### config.mk
export PLATFORM = sky130hd
export DESIGN_NAME = escaped_frame_receiver
export DESIGN_NICKNAME = d
export VERILOG_FILES = /design/src/rtl/efr_pkg.sv /design/src/rtl/efr_front.sv /design/src/rtl/efr_queue.sv /design/src/rtl/efr_back.sv /design/src/rtl/escaped_frame_receiver.sv
export SDC_FILE = /design/constraint.sdc
export NUM_CORES = 1
export LEC_CHECK = 0
export ABC_AREA = 1
export BUFFER_PORTS_ARGS = -buffer_cell sky130_fd_sc_hd__buf_2
export CAP_MARGIN = 25
export CORE_ASPECT_RATIO = 2
export CORE_MARGIN = 2
export CORE_UTILIZATION = 65
export CTS_BUF_LIST = sky130_fd_sc_hd__clkbuf_8
export DETAILED_ROUTE_END_ITERATION = 12
export GPL_TIMING_DRIVEN = 0
export HOLD_SLACK_MARGIN = 0.05
export PLACE_DENSITY = 0.91
export RECOVER_POWER = 25
export SETUP_SLACK_MARGIN = 0.4
export SYNTH_ARGS = -nofsm -noshare
export SYNTH_HDL_FRONTEND = slang
export SYNTH_SLANG_ARGS = --single-unit
### constraint.sdc
create_clock -name aclk -period 4.2 [get_ports aclk]
set_input_delay 0.63 -clock aclk [delete_from_list [all_inputs] [get_ports aclk]]
set_output_delay 0.63 -clock aclk [all_outputs]
set_load 0.05 [all_outputs]
### src/rtl/efr_pkg.sv
// ----------------------------------------------------------------------------
// Escaped frame receiver package
// Shared types, codes and constants for the byte-stuffed frame receiver.
// ----------------------------------------------------------------------------
`default_nettype none

package efr_pkg;

    // Position fields are sized for the largest supported frame length.
    localparam int POS_W = 6;

    // Framing bytes and reset value of the timeout reload register.
    localparam logic [7:0] START_MARK   = 8'h7F;
    localparam logic [7:0] END_MARK     = 8'h80;
    localparam logic [7:0] RELOAD_RESET = 8'd25;

    // Input item codes.
    localparam logic OP_BYTE = 1'b0;
    localparam logic OP_TICK = 1'b1;

    // One input item.
    typedef struct packed {
        logic       op;
        logic [7:0] rx_byte;
    } efr_in_t;

    // One result item.
    typedef struct packed {
        logic [7:0] data_byte;
        logic [4:0] position;
        logic       last;
        logic       checksum_ok;
    } efr_out_t;

    // Write request from the front end into the decoded byte buffer.
    typedef struct packed {
        logic             en;
        logic             bank;
        logic [POS_W-1:0] pos;
        logic [7:0]       data;
    } efr_wr_t;

    // Descriptor of one completed frame waiting for playback.
    typedef struct packed {
        logic             bank;
        logic [POS_W-1:0] lastpos;
        logic             ok;
    } efr_desc_t;

    // Playback state machine.
    typedef enum logic [1:0] {
        BK_IDLE,
        BK_READ,
        BK_SEND
    } efr_back_state_t;

endpackage

`default_nettype wire

### src/rtl/efr_front.sv
// ----------------------------------------------------------------------------
// Escaped frame receiver front end
// Accepts bytes and ticks, tracks framing and timeout, removes escapes on the
// fly, computes the LRC verdict and hands finished frames to the queue.
// ----------------------------------------------------------------------------
`default_nettype none

module efr_front #(
    parameter int MAX_FRAME = 19
) (
    input  wire logic             aclk,
    input  wire logic             aresetn,
    input  wire logic             cfg_wr_en,
    input  wire logic [7:0]       cfg_wr_data,
    input  wire logic             in_valid,
    output logic                  in_ready,
    input  wire efr_pkg::efr_in_t in_item,
    input  wire logic             q_full,
    output logic                  q_push,
    output efr_pkg::efr_desc_t    q_desc,
    output efr_pkg::efr_wr_t      buf_wr
);

    localparam int PW = efr_pkg::POS_W;

    // Control state.
    logic [7:0]    reload_reg, reload_next;
    logic [PW-1:0] cnt_reg, cnt_next;
    logic [7:0]    timeout_reg, timeout_next;
    logic          receiving_reg, receiving_next;
    logic          bank_reg, bank_next;

    // Per-frame decoder state, initialized by the opening byte; the length is loaded at position five.
    logic          esc_reg, esc_next;
    logic          run_odd_reg, run_odd_next;
    logic [PW-1:0] pos_reg, pos_next;
    logic [7:0]    len_reg, len_next;
    logic [7:0]    sum_reg, sum_next;
    logic          ok_reg, ok_next;

    logic          accept;
    logic [7:0]    rx;
    logic [PW-1:0] cnt_inc;
    logic          lrc_hit;
    logic          lrc_match;
    logic [7:0]    tick_one;
    logic [7:0]    tick_two;

    assign in_ready  = !q_full;
    assign accept    = in_valid && in_ready;
    assign rx        = in_item.rx_byte;
    assign cnt_inc   = cnt_reg + PW'(1);

    // The checksum position is len + 6, reached only after len has been seen.
    assign lrc_hit   = (pos_reg > PW'(5)) &&
                       ({3'b000, pos_reg} == ({1'b0, len_reg} + 9'd6));
    assign lrc_match = (sum_reg == rx);

    // Tick countdown, by two while a frame is open, saturating at zero.
    assign tick_one = (timeout_reg != 8'd0) ? timeout_reg - 8'd1 : timeout_reg;
    assign tick_two = (receiving_reg && tick_one != 8'd0) ? tick_one - 8'd1 : tick_one;

    // Next-state logic for one accepted item.
    always_comb begin
        reload_next    = cfg_wr_en ? cfg_wr_data : reload_reg;
        cnt_next       = cnt_reg;
        timeout_next   = timeout_reg;
        receiving_next = receiving_reg;
        bank_next      = bank_reg;
        esc_next       = esc_reg;
        run_odd_next   = run_odd_reg;
        pos_next       = pos_reg;
        len_next       = len_reg;
        sum_next       = sum_reg;
        ok_next        = ok_reg;
        q_push         = 1'b0;
        q_desc         = '0;
        buf_wr         = '0;

        if (accept) begin
            if (in_item.op == efr_pkg::OP_TICK) begin
                timeout_next = tick_two;
                if (tick_two == 8'd0) begin
                    cnt_next       = '0;
                    receiving_next = 1'b0;
                end
            end else if (cnt_reg == '0 && rx != efr_pkg::START_MARK) begin
                // Bad start: drop whatever was collected.
                cnt_next       = '0;
                receiving_next = 1'b0;
            end else begin
                timeout_next   = reload_reg;
                receiving_next = 1'b1;
                if (cnt_inc == PW'(MAX_FRAME)) begin
                    // Overlong frame: drop it but keep receiving.
                    cnt_next = '0;
                end else if (cnt_reg == '0) begin
                    // Opening byte starts a fresh frame.
                    cnt_next     = cnt_inc;
                    esc_next     = 1'b0;
                    run_odd_next = 1'b1;
                    pos_next     = PW'(2);
                    sum_next     = 8'd0;
                    ok_next      = 1'b0;
                end else begin
                    cnt_next     = cnt_inc;
                    run_odd_next = (rx == efr_pkg::START_MARK) ? !run_odd_reg : 1'b0;
                    if (!esc_reg && rx == efr_pkg::START_MARK) begin
                        esc_next = 1'b1;
                    end else begin
                        // Store one decoded byte and update the LRC.
                        esc_next    = 1'b0;
                        buf_wr.en   = 1'b1;
                        buf_wr.bank = bank_reg;
                        buf_wr.pos  = pos_reg;
                        buf_wr.data = rx;
                        if (pos_reg == PW'(5)) begin
                            len_next = rx;
                        end
                        if (lrc_hit) begin
                            ok_next = lrc_match;
                        end
                        sum_next = sum_reg + rx;
                        pos_next = pos_reg + PW'(1);
                        // End mark after an even run of escapes closes the frame.
                        if (rx == efr_pkg::END_MARK && !run_odd_reg) begin
                            q_push         = 1'b1;
                            q_desc.bank    = bank_reg;
                            q_desc.lastpos = pos_reg;
                            q_desc.ok      = lrc_hit ? lrc_match : ok_reg;
                            bank_next      = !bank_reg;
                            cnt_next       = '0;
                            receiving_next = 1'b0;
                        end
                    end
                end
            end
        end
    end

    // Control registers.
    always_ff @(posedge aclk) begin
        if (!aresetn) begin
            reload_reg    <= efr_pkg::RELOAD_RESET;
            cnt_reg       <= '0;
            timeout_reg   <= 8'd0;
            receiving_reg <= 1'b0;
            bank_reg      <= 1'b0;
        end else begin
            reload_reg    <= reload_next;
            cnt_reg       <= cnt_next;
            timeout_reg   <= timeout_next;
            receiving_reg <= receiving_next;
            bank_reg      <= bank_next;
        end
    end

    // Decoder registers.
    always_ff @(posedge aclk) begin
        esc_reg     <= esc_next;
        run_odd_reg <= run_odd_next;
        pos_reg     <= pos_next;
        len_reg     <= len_next;
        sum_reg     <= sum_next;
        ok_reg      <= ok_next;
    end

endmodule

`default_nettype wire

### src/rtl/efr_queue.sv
// ----------------------------------------------------------------------------
// Escaped frame receiver frame queue
// Two-entry queue of finished frame descriptors between front and back end.
// ----------------------------------------------------------------------------
`default_nettype none

module efr_queue (
    input  wire logic               aclk,
    input  wire logic               aresetn,
    input  wire logic               push,
    input  wire efr_pkg::efr_desc_t push_desc,
    input  wire logic               pop,
    output efr_pkg::efr_desc_t      head,
    output logic                    empty,
    output logic                    full
);

    efr_pkg::efr_desc_t ent_reg [2];
    logic               wr_ptr_reg, wr_ptr_next;
    logic               rd_ptr_reg, rd_ptr_next;
    logic [1:0]         cnt_reg, cnt_next;

    assign head  = ent_reg[rd_ptr_reg];
    assign empty = (cnt_reg == 2'd0);
    assign full  = (cnt_reg == 2'd2);

    // Pointer and count update.
    always_comb begin
        wr_ptr_next = push ? !wr_ptr_reg : wr_ptr_reg;
        rd_ptr_next = pop ? !rd_ptr_reg : rd_ptr_reg;
        cnt_next    = cnt_reg + {1'b0, push} - {1'b0, pop};
    end

    always_ff @(posedge aclk) begin
        if (!aresetn) begin
            wr_ptr_reg <= 1'b0;
            rd_ptr_reg <= 1'b0;
            cnt_reg    <= 2'd0;
        end else begin
            wr_ptr_reg <= wr_ptr_next;
            rd_ptr_reg <= rd_ptr_next;
            cnt_reg    <= cnt_next;
        end
    end

    // Entry storage.
    always_ff @(posedge aclk) begin
        if (push) begin
            ent_reg[wr_ptr_reg] <= push_desc;
        end
    end

endmodule

`default_nettype wire

### src/rtl/efr_back.sv
// ----------------------------------------------------------------------------
// Escaped frame receiver back end
// Holds the two-bank decoded byte buffer and plays finished frames out, one
// result item per byte, with last flag and LRC verdict.
// ----------------------------------------------------------------------------
`default_nettype none

module efr_back #(
    parameter int MAX_FRAME = 19
) (
    input  wire logic               aclk,
    input  wire logic               aresetn,
    input  wire efr_pkg::efr_wr_t   buf_wr,
    input  wire efr_pkg::efr_desc_t q_head,
    input  wire logic               q_empty,
    output logic                    q_pop,
    output logic                    out_valid,
    input  wire logic               out_ready,
    output efr_pkg::efr_out_t       out_item
);

    localparam int PW    = efr_pkg::POS_W;
    localparam int DEPTH = 2 * MAX_FRAME;
    localparam int AW    = $clog2(DEPTH);

    logic [7:0] mem [DEPTH];

    efr_pkg::efr_back_state_t state_reg, state_next;
    logic [PW-1:0]            pos_reg, pos_next;
    logic [7:0]               rd_data_reg;

    logic          rd_en;
    logic          is_last;
    logic [AW-1:0] wr_addr;
    logic [AW-1:0] rd_addr;

    // Bank one sits above bank zero.
    assign wr_addr = AW'(buf_wr.pos) + (buf_wr.bank ? AW'(MAX_FRAME) : AW'(0));
    assign rd_addr = AW'(pos_reg) + (q_head.bank ? AW'(MAX_FRAME) : AW'(0));
    assign is_last = (pos_reg == q_head.lastpos);

    // Decoded byte buffer.
    always_ff @(posedge aclk) begin
        if (buf_wr.en) begin
            mem[wr_addr] <= buf_wr.data;
        end
        if (rd_en) begin
            rd_data_reg <= mem[rd_addr];
        end
    end

    // Next-state logic.
    always_comb begin
        state_next = state_reg;
        pos_next   = pos_reg;
        case (state_reg)
            efr_pkg::BK_IDLE: begin
                if (!q_empty) begin
                    pos_next   = PW'(2);
                    state_next = efr_pkg::BK_READ;
                end
            end
            efr_pkg::BK_READ: begin
                state_next = efr_pkg::BK_SEND;
            end
            efr_pkg::BK_SEND: begin
                if (out_ready) begin
                    if (is_last) begin
                        state_next = efr_pkg::BK_IDLE;
                    end else begin
                        pos_next   = pos_reg + PW'(1);
                        state_next = efr_pkg::BK_READ;
                    end
                end
            end
            default: begin
                state_next = efr_pkg::BK_IDLE;
            end
        endcase
    end

    // Output logic.
    always_comb begin
        rd_en                = 1'b0;
        out_valid            = 1'b0;
        q_pop                = 1'b0;
        out_item.data_byte   = rd_data_reg;
        out_item.position    = pos_reg[4:0];
        out_item.last        = is_last;
        out_item.checksum_ok = is_last && q_head.ok;
        case (state_reg)
            efr_pkg::BK_IDLE: begin
                rd_en = 1'b0;
            end
            efr_pkg::BK_READ: begin
                rd_en = 1'b1;
            end
            efr_pkg::BK_SEND: begin
                out_valid = 1'b1;
                q_pop     = out_ready && is_last;
            end
            default: begin
                rd_en = 1'b0;
            end
        endcase
    end

    always_ff @(posedge aclk) begin
        if (!aresetn) begin
            state_reg <= efr_pkg::BK_IDLE;
        end else begin
            state_reg <= state_next;
        end
    end

    always_ff @(posedge aclk) begin
        pos_reg <= pos_next;
    end

endmodule

`default_nettype wire

### src/rtl/escaped_frame_receiver.sv
// After a closing byte is accepted, its frame descriptor is registered in the
// queue; the back end, once idle, takes a read state (buffer read registered)
// and a send state for each item of the frame. Throughput: one input item per
// cycle while a frame bank is free; the queue holds two finished frames.
// Reset: synchronous active-low aresetn clears framing, timeout, queue and
// playback state; the timeout reload register returns to 25.
// ----------------------------------------------------------------------------
// Escaped frame receiver
// Byte-stuffed frame receiver with additive LRC check: front end decoder,
// frame descriptor queue and playback back end.
// ----------------------------------------------------------------------------
`default_nettype none

module escaped_frame_receiver #(
    parameter int MAX_FRAME = 19
) (
    input  wire logic              aclk,
    input  wire logic              aresetn,
    input  wire logic              cfg_wr_en,
    input  wire logic [7:0]        cfg_wr_data,
    input  wire logic              s_valid,
    output logic                   s_ready,
    input  wire efr_pkg::efr_in_t  s_data,
    output logic                   m_valid,
    input  wire logic              m_ready,
    output efr_pkg::efr_out_t      m_data
);

    logic               q_full;
    logic               q_empty;
    logic               q_push;
    logic               q_pop;
    efr_pkg::efr_desc_t q_desc;
    efr_pkg::efr_desc_t q_head;
    efr_pkg::efr_wr_t   buf_wr;

    // Decoder and framing.
    efr_front #(
        .MAX_FRAME (MAX_FRAME)
    ) u_front (
        .aclk        (aclk),
        .aresetn     (aresetn),
        .cfg_wr_en   (cfg_wr_en),
        .cfg_wr_data (cfg_wr_data),
        .in_valid    (s_valid),
        .in_ready    (s_ready),
        .in_item     (s_data),
        .q_full      (q_full),
        .q_push      (q_push),
        .q_desc      (q_desc),
        .buf_wr      (buf_wr)
    );

    // Finished frames waiting for playback.
    efr_queue u_queue (
        .aclk      (aclk),
        .aresetn   (aresetn),
        .push      (q_push),
        .push_desc (q_desc),
        .pop       (q_pop),
        .head      (q_head),
        .empty     (q_empty),
        .full      (q_full)
    );

    // Buffer and playback.
    efr_back #(
        .MAX_FRAME (MAX_FRAME)
    ) u_back (
        .aclk      (aclk),
        .aresetn   (aresetn),
        .buf_wr    (buf_wr),
        .q_head    (q_head),
        .q_empty   (q_empty),
        .q_pop     (q_pop),
        .out_valid (m_valid),
        .out_ready (m_ready),
        .out_item  (m_data)
    );

endmodule

`default_nettype wire

# Word-level counts from Yosys, hierarchy flattened
# Memory sizes are Yosys's and may differ from the RTL's. A register that Yosys moved wholly into a read port is not among the register bits.
# Index checks and enable logic that the tools add are counted.
# Widths: inputs -> output; s select.
# op_classes
mux,63
n_reduce_logical,29
add_sub_neg,11
bitwise,5
eq_ne,17
magnitude_cmp,1
# ops
operator,count
$mux 16,6
$mux 8,12
$mux 6,11
$mux 1,28
$add 6x1->6 const B,3
$reduce_bool 8->1,2
$sub 8x1->8 const B,2
$reduce_and 7->1,2
$add 6x6->6,2
$pmux 6 s2,1
$mux 5,2
$add 8x3->9 const B,1
$eq 6x9->1,1
$add 8x8->8,1
$eq 8x7->1 const B,1
$eq 8x8->1,1
$eq 8x8->1 const B,1
$logic_and 1x1->1,8
$logic_not 8->1,1
$ne 2x2->1 const B,4
$ne 8x7->1 const B,1
$reduce_and 4->1,2
$eq 6x3->1 const B,1
$eq 6x5->1 const B,1
16 further kinds,31
# totals
input_bits,22
ram_bits,320
output_inout_bits,17
memories,2
reg_bits,61
# memory_table
name,depth,width,rd,rd_clocked_by_memory_dff,wr,line_no,source
u_back.mem,38,8,1,1,1,efr_back.sv:26,logic [7:0] mem [DEPTH];
u_queue.ent_reg,2,8,1,1,1,efr_queue.sv:18,efr_pkg::efr_desc_t ent_reg [2];

# Longest topological paths before layout
# Gate-level depths: netlist (run 1).
# depth
word_depth,11
mapped_depth,19

# Hierarchy
# Synthesis (run 1) repeated with hierarchy kept, for this count alone.
# hier_totals
cells_unflattened,1857
area_unflattened_um2,18257.5
# by_module_without_submodules
mod,cells_each,area_per_inst_um2,seq_area_each_um2,n_inst
efr_back,1306,13965.9,9589.2,1
efr_front,492,3450.8,1231.2,1
efr_queue,59,840.8,580.6,1

# Worst setup path after synthesis (run 1)
# Ideal clock, no wire load.
# synth_path
kind,input port to flip-flop
startpoint,in s_data[1] in the netlist's numbering
endpoint,"mem u_back.mem[32][0], enable pin"
path_buffers,1
stages,16
t_required_ns,3.830
arrival_time_ns,3.448
setup_ns,0.370
setup_slack_ns,0.382
cell_sequence,inv_1 nor4_2 nand2_1 nand2_1 nor2_2 nand2_2 buf_1 nor2_1 ha_1 fa_1 nand2_2 nor2_4 xor2_4 nor2_2 nand2_2 nor2_1
# synth_between
elab_chain_cells,10
word_cells_on_any_way,14
cone_classes,add/sub (1); eq/ne (2); mux (9); reduce/logical (2)
# synth_lines
item,line_no,source
from (decl),escaped_frame_receiver.sv:23,"input wire efr_pkg::efr_in_t s_data,"
$eq 8x7->1,efr_front.sv:108,if (!esc_reg && rx == efr_pkg::START_MARK) begin
$logic_and 1x1->1,efr_front.sv:108,
$mux 16,efr_front.sv:108,
$mux 16,efr_front.sv:97,end else if (cnt_reg == '0) begin
$mux 16,efr_front.sv:94,if (cnt_inc == PW'(MAX_FRAME)) begin
$mux 16 *,efr_front.sv:87,end else if (cnt_reg == '0 && rx != efr_pkg::START_MARK) begin
$mux 16 *,efr_front.sv:81,if (in_item.op == efr_pkg::OP_TICK) begin
$mux 16 *,efr_front.sv:80,if (accept) begin
$mux 5 / $mux 1 (equally long branches),"efr_back.sv:38, efr_back.sv:44",
$add 6x6->6 / $mux 1 (equally long branches),"efr_back.sv:38, efr_back.sv:45",
to (decl),efr_back.sv:26,
# Every way passes the cells marked *; elsewhere a longest branch is shown, timed or not.

==> results.cfg, run 1 <==
[timing]
rsz0062_at_grt = yes
fin_crit_sh = 0.967
finalHoldViolCount = 0
holdWs_ns = 0.235
final.setup_skew_ns = 0.0409
relSlewSlack = -0.373
setup_violations = 0
fin_crit_ns = 4.06
timing.setup.tns_ns = 0
slew_viol_final = 39
worst_slack_ns = 0.137
fmax_mhz = 246
tightest_slew_ns = 2.06

[grt]
antenna_found_initial = 0
grt_usage = 0.385
grt_pass1_wl_mm = 78.7
grt_max_degree = 39
met2_usage = 0.679
grt.busiest_layer = met2
grt_pass1_vias = 13830
met3_usage = 0.0878
grt.overflow.total = 0
grt_use_met1 = 0.373

[clock_network]
clkSinkCount = 390
clk_pin_slew_ns = 0.07
cts_max_level = 2
insertion_delay_ns = 0.64
clockBufferDepth = 3
cts_tree = built
numCtsBuffers = 49
clockRootBuffer = clkbuf_8

[place]
detailed_place_hpwl_mm = 32.8
dp_worst_setup_slack_ns = -1.08
io_buffers = 37
routabilityCongestion = 1.04
dp.cells = 1908

[cells_and_area]
largest_reg_flops = 304
fill_cells = 1310
fin_nets = 1721
layout-drive-gt1-share = 0.167
multiInputGateArea_sq_um = 5520
diodes = 0
layout_commonest_cell = edfxtp_1
stdcell_count = 2052
layout_common_cells = edfxtp_1, nor2_1, o21ai_0
ff_latch_area_sq_um = 11400
area_delta_synth_final_pct = 17.8

[logic_synthesis]
yosysUniqueCellTypes = 51
synth_warnings = 0
netlist_area_sq_um = 17200
synth.net_count = 1573
async_flop_share = 0
ys_seq_area_frac = 0.663
synth_enable_flop_cells = 359
avgSynthCellArea_sq_um = 11.3
synth-main-ff-cell = edfxtp_1
ys_seq_elements = 390
syn-instance-count = 1521

[critical_path]
cp_max_fo = 10
rrSetupSlack_ns = 0.14
cp-end-kind = flop
critPathArrivalTime_ns = 4.40
critical_path_class = flop to flop
required_ns = 4.54
cp-start-kind = flop

[routing]
drt-initial-drc-count = 2198
dr.pass1.iters = 8
postRouteWirelength_mm = 56.8
wl_per_cell_microns = 27.7
ant_nets = 0
vias = 14239
drc_errors = 0
vias_per_cell = 6.94

[status]
run_status = finished with violations
violations = max-capacitance violations, max-slew violations

[pwr]
pwr-share-seq = 0.558
swShare = 0.224
powerDensity_nw_per_um2 = 371
leakagePower_nw = 6.45
power_frac_clock = 0.403
pwr-share-comb = 0.039
ir_worst_vdd_v = 0.000352
p_int_mw = 5.83
finalPower_mw = 7.51
p_switching_mw = 1.68

[die]
fp-row-count = 84
coreArea_sq_um = 26200
io_pins = 39
die_area_sq_um = 27900
dieHeight_microns = 234
die_w_microns = 119
initial_utilization = 0.657

[hold_path]
hold_path.class = input port to flop

[run]
cap_violations = 1
-- power groups by stage --
stage | Clock [mW] | Sequential (mW) | Combinational, mW
2_1_floorplan | 0 | 4.28 | 0.201
3_3_place_gp | 0 | 4.28 | 0.263
3_5_place_dp | 0 | 4.28 | 0.275
4_1_cts | 2.93 | 4.19 | 0.277
5_1_grt | 3.12 | 4.19 | 0.322
6_report | 3.03 | 4.19 | 0.293
-- area by class of cell --
| cell class | count | share of cell area |
|---|---|---|
| sequential | 390 | 0.563 |
| inverter | 110 | 0.0207 |
| buffer | 76 | 0.0183 |
| clock inverter | 36 | 0.0152 |
| timing repair buffer | 97 | 0.0531 |
| tap | 344 | 0.0212 |
| multi-input combinational | 945 | 0.272 |
| clock buffer | 54 | 0.0367 |
-- synthesized netlist by cell type (9+ instances only) --
cell type,number,area [sq um]
edfxtp_1,359,10800
nor2_1,279,1050
o21ai_0,186,931
nand2_1,131,492
inv_1,100,375
nand3_1,66,330
clkbuf_1,60,225
o22ai_1,42,263
o211ai_1,37,278
a21oi_1,33,165
o221ai_1,32,280
dfxtp_1,31,621
ha_1,27,338
xor2_1,17,149
buf_2,9,45.0
nor3_1,9,45.0
-- through the flow --
stage | utilization | cell area (sq um)
global route | 0.775 | 20300
detailed placement | 0.687 | 18000
CTS | 0.763 | 20000
floorplan | - | 17200
global placement | 0.681 | 17800
finish | 0.775 | 20300
-- path summary, 6_finish.rpt --
| kind | from | endpoint | depth (start not counted) |
|---|---|---|---|
| setup reg to reg | flop | u_back.rd_data_reg[5]$_DFFE_PN_ | 13 |
| hold reg to reg | u_front.reload_reg[0]$_SDFFE_PN1P_ | u_front.reload_reg[0]$_SDFFE_PN1P_ | 2 |
| hold / removal | cfg_wr_data[0] | u_front.reload_reg[0]$_SDFFE_PN1P_ | 3 |
| setup / recovery | flop | u_back.rd_data_reg[5]$_DFFE_PN_ | 13 |
-- kinds of logic after synthesis --
| logic type | Yosys count | share of synthesized area |
|---|---|---|
| AO/OA/AOI/OAI | 348 | 0.118 |
| XOR/XNOR | 25 | 0.0143 |
| adder cells (fa/ha/maj) | 30 | 0.0231 |
| buffers and inverters | 186 | 0.0425 |
| flip-flops | 390 | 0.663 |
| AND/OR/NAND/NOR | 542 | 0.139 |
-- critical path: stages (launching register included) --
cell      delay (ns)
dfxtp_1         0.35
clkbuf_4        0.21
inv_2           0.10
nand2_1         0.12
nand2_1         0.15
ha_1            0.28
fa_1            0.48
xor2_2          0.52
clkbuf_2        0.39
o221ai_1        0.21
o211ai_1        0.29
nand3_2         0.35
nand3_1         0.22
o21ai_1         0.09
-- routing by layer --
layer	vias to the layer above	routed length (microns)	share of wire
met5	-	0	0
met4	0	6270	0.11
met1	6620	16000	0.28
li1	5746	-	-
met3	488	6220	0.11
met2	1385	28300	0.50
-- repair_timing --
item / in CTS / in global routing
gates resized for setup: 105 / 51
hold buffers: 0 / 0
buffers inserted: 37 / 13
endpoints found under the hold margin: 0 / 0
endpoints found under the setup margin: 312 / 312
pin swaps: 31 / 19
No activity file was read; power rests on OpenSTA's default activity.
==> run 2, diff against run 1 <==
--- a/config.mk
+++ b/config.mk
@@ -9,7 +9,7 @@
 export BUFFER_PORTS_ARGS = -buffer_cell sky130_fd_sc_hd__buf_2
 export CAP_MARGIN = 25
 export CORE_ASPECT_RATIO = 2
-export CORE_MARGIN = 2
+export CORE_MARGIN = 1
 export CORE_UTILIZATION = 65
 export CTS_BUF_LIST = sky130_fd_sc_hd__clkbuf_8
 export DETAILED_ROUTE_END_ITERATION = 12
@@ -20,4 +20,5 @@
 export SETUP_SLACK_MARGIN = 0.4
 export SYNTH_ARGS = -nofsm -noshare
 export SYNTH_HDL_FRONTEND = slang
+export SYNTH_HIERARCHICAL = 1
 export SYNTH_SLANG_ARGS = --single-unit
==> results.cfg, run 2 <==
[status]
run_status = finished with violations
violations = max-capacitance violations, max-slew violations

[cells_and_area]
layout-drive-gt1-share = 0.145
largest_reg_flops = 304
layout_common_cells = nand2_1, edfxtp_1, inv_1
layout_commonest_cell = nand2_1
fin_nets = 2034
area_delta_synth_final_pct = 14.8

[die]
io_pins = 39
dieHeight_microns = 239
fp-row-count = 86
die_area_sq_um = 28800
coreArea_sq_um = 27500
die_w_microns = 121
initial_utilization = 0.663

[routing]
dr.pass1.iters = 6
wl_per_cell_microns = 24.4
vias_per_cell = 6.22
drc_errors = 0
drt-initial-drc-count = 1986
postRouteWirelength_mm = 58.0
ant_nets = 0
vias = 14762

[critical_path]
cp-start-kind = flop
required_ns = 4.48
max_stage_delay_ns = 0.48
cpMostUsedCell = inv_1
critical_path_class = flop to flop
cp-end-kind = flop
rrSetupSlack_ns = 0.16
critPathArrivalTime_ns = 4.32
slowest_stage = xnor2_4
cp_max_fo = 10
crit_chain = inv_1 -> ha_1 -> and3_1 -> clkbuf_4 -> inv_1 -> nand3_1 -> inv_1 -> nand2_4 -> buf_8 -> nor2_4 -> ha_4 -> fa_2 -> nand3_2 -> xnor2_4 -> nand3_4 -> buf_4 -> nor2_4

[timing]
relSlewSlack = -0.264
tightest_slew_ns = 1.90
setup_violations = 0
fin_crit_ns = 4.04
worst_slack_ns = 0.159
rsz0062_at_grt = no
holdWs_ns = 0.237
timing.setup.tns_ns = 0
fmax_mhz = 247
slew_viol_final = 39
final.setup_skew_ns = 0.0245
finalHoldViolCount = 0
fin_crit_sh = 0.962

[grt]
grt.overflow.total = 0
grt_pass1_vias = 14659
antenna_found_initial = 2
grt_pass1_wl_mm = 83.8
grt_usage = 0.408
grt_max_degree = 39

[logic_synthesis]
synth_enable_flop_cells = 359
synth.net_count = 1909
ys_seq_area_frac = 0.624
yosysUniqueCellTypes = 50
synth_most_common_cell = nand2_1
avgSynthCellArea_sq_um = 9.83
synth_commonest_cells = nand2_1, edfxtp_1, nand3_1, inv_1, nor2_1
synth_top_area_cell = edfxtp_1
synthTopCellsByArea = edfxtp_1, nand2_1, nand3_1
async_flop_share = 0
synth-main-ff-cell = edfxtp_1
ys_seq_elements = 390
netlist_area_sq_um = 18300
synth_warnings = 6
yosysTopAreaCellShare = 0.590
syn-instance-count = 1857

[clock_network]
clockRootBuffer = clkbuf_8
cts_max_level = 2
clockBufferDepth = 3
hold_buffers = 0
clkSinkCount = 390
insertion_delay_ns = 0.61
numCtsBuffers = 48
clk_pin_slew_ns = 0.07
cts_tree = built

[run]
cap_violations = 1

[pwr]
leakagePower_nw = 8.40
powerDensity_nw_per_um2 = 344
ir_worst_vdd_v = 0.000272

[place]
detailed_place_hpwl_mm = 36.2
dp_worst_setup_slack_ns = -0.876
routabilityCongestion = 1.02
io_buffers = 36

[hold_path]
hold_path.class = input port to flop
run 2: cell type report:
class                           instances  area, sq um
Antenna cell                            1         2.50
Buffer                                 76          427
Clock buffer                           52          716
Clock inverter                         38          230
Fill cell                            1730         6590
Inverter                              212          806
Multi-Input combinational cell       1179         6210
Sequential cell                       390        11400
Tap cell                              352          440
Timing Repair Buffer                   75          726
run 2: report_power, final:
part	internal, mW	leakage (nW)	total, mW	switching (mW)
Sequential	4.18	2.87	4.20	0.0123
Clock	1.28	0.521	2.69	1.41
Combinational	0.104	5.00	0.326	0.222
Total	5.57	8.40	7.21	1.64
run 2: critical path, delay by kind of cell (launching register included):
| kind | cells | cell delay [ns] |
|---|---|---|
| XOR/XNOR | 1 | 0.48 |
| adder cells (fa/ha/maj) | 3 | 0.66 |
| buffers and inverters | 6 | 0.93 |
| flip-flops | 1 | 0.39 |
| AND/OR/NAND/NOR | 7 | 1.24 |
run 2: per-layer routing:
| layer | global-route usage | wire, microns |
|---|---|---|
| met2 | 0.698 | 29000 |
| met4 | 0.381 | 6710 |
| met1 | 0.391 | 16400 |
| met5 | 0.0161 | 71 |
| met3 | 0.106 | 5820 |
run 2: cell families after synthesis:
group,Yosys count,synth area share
simple gates,1000,0.229
flops,390,0.624
buf+inv,288,0.0664
compound gates,116,0.0367
fa+ha+maj,30,0.0218
xor+xnor,25,0.0147
mux,8,0.00658
run 2: worst paths after layout:
| kind | startpoint | endpoint | depth (start not counted) |
|---|---|---|---|
| setup / recovery | u_front/cnt_reg[0]$_SDFFE_PN0P_ | u_back/mem[28][1]$_DFFE_PP_ | 17 |
| hold / removal | cfg_wr_data[0] | u_front/reload_reg[0]$_SDFFE_PN1P_ | 3 |
| setup reg to reg | u_front/cnt_reg[0]$_SDFFE_PN0P_ | u_back/mem[28][1]$_DFFE_PP_ | 17 |
| hold reg to reg | u_front/reload_reg[4]$_SDFFE_PN1P_ | u_front/reload_reg[4]$_SDFFE_PN1P_ | 2 |
run 2: per-stage QoR:
step / area [sq um] / util / power (mW) / std cells
after CTS: 20900 / 0.758 / 7.19 / 2370
after global placement: 18900 / 0.685 / 4.60 / 2245
after floorplan: 18300 / - / 4.52 / 1857
final: 21000 / 0.761 / 7.21 / 2375
after global routing: 21000 / 0.761 / 7.41 / 2374
after detailed placement: 19100 / 0.692 / 4.61 / 2252
run 2: what timing repair did:
| action | 4_1_cts | 5_1_grt |
|---|---|---|
| pin swaps | 27 | 10 |
| resized for setup | 117 | 33 |
| gates cloned | 0 | 0 |
| endpoints found under the setup margin | 304 | 304 |
| buffers inserted | 28 | 3 |
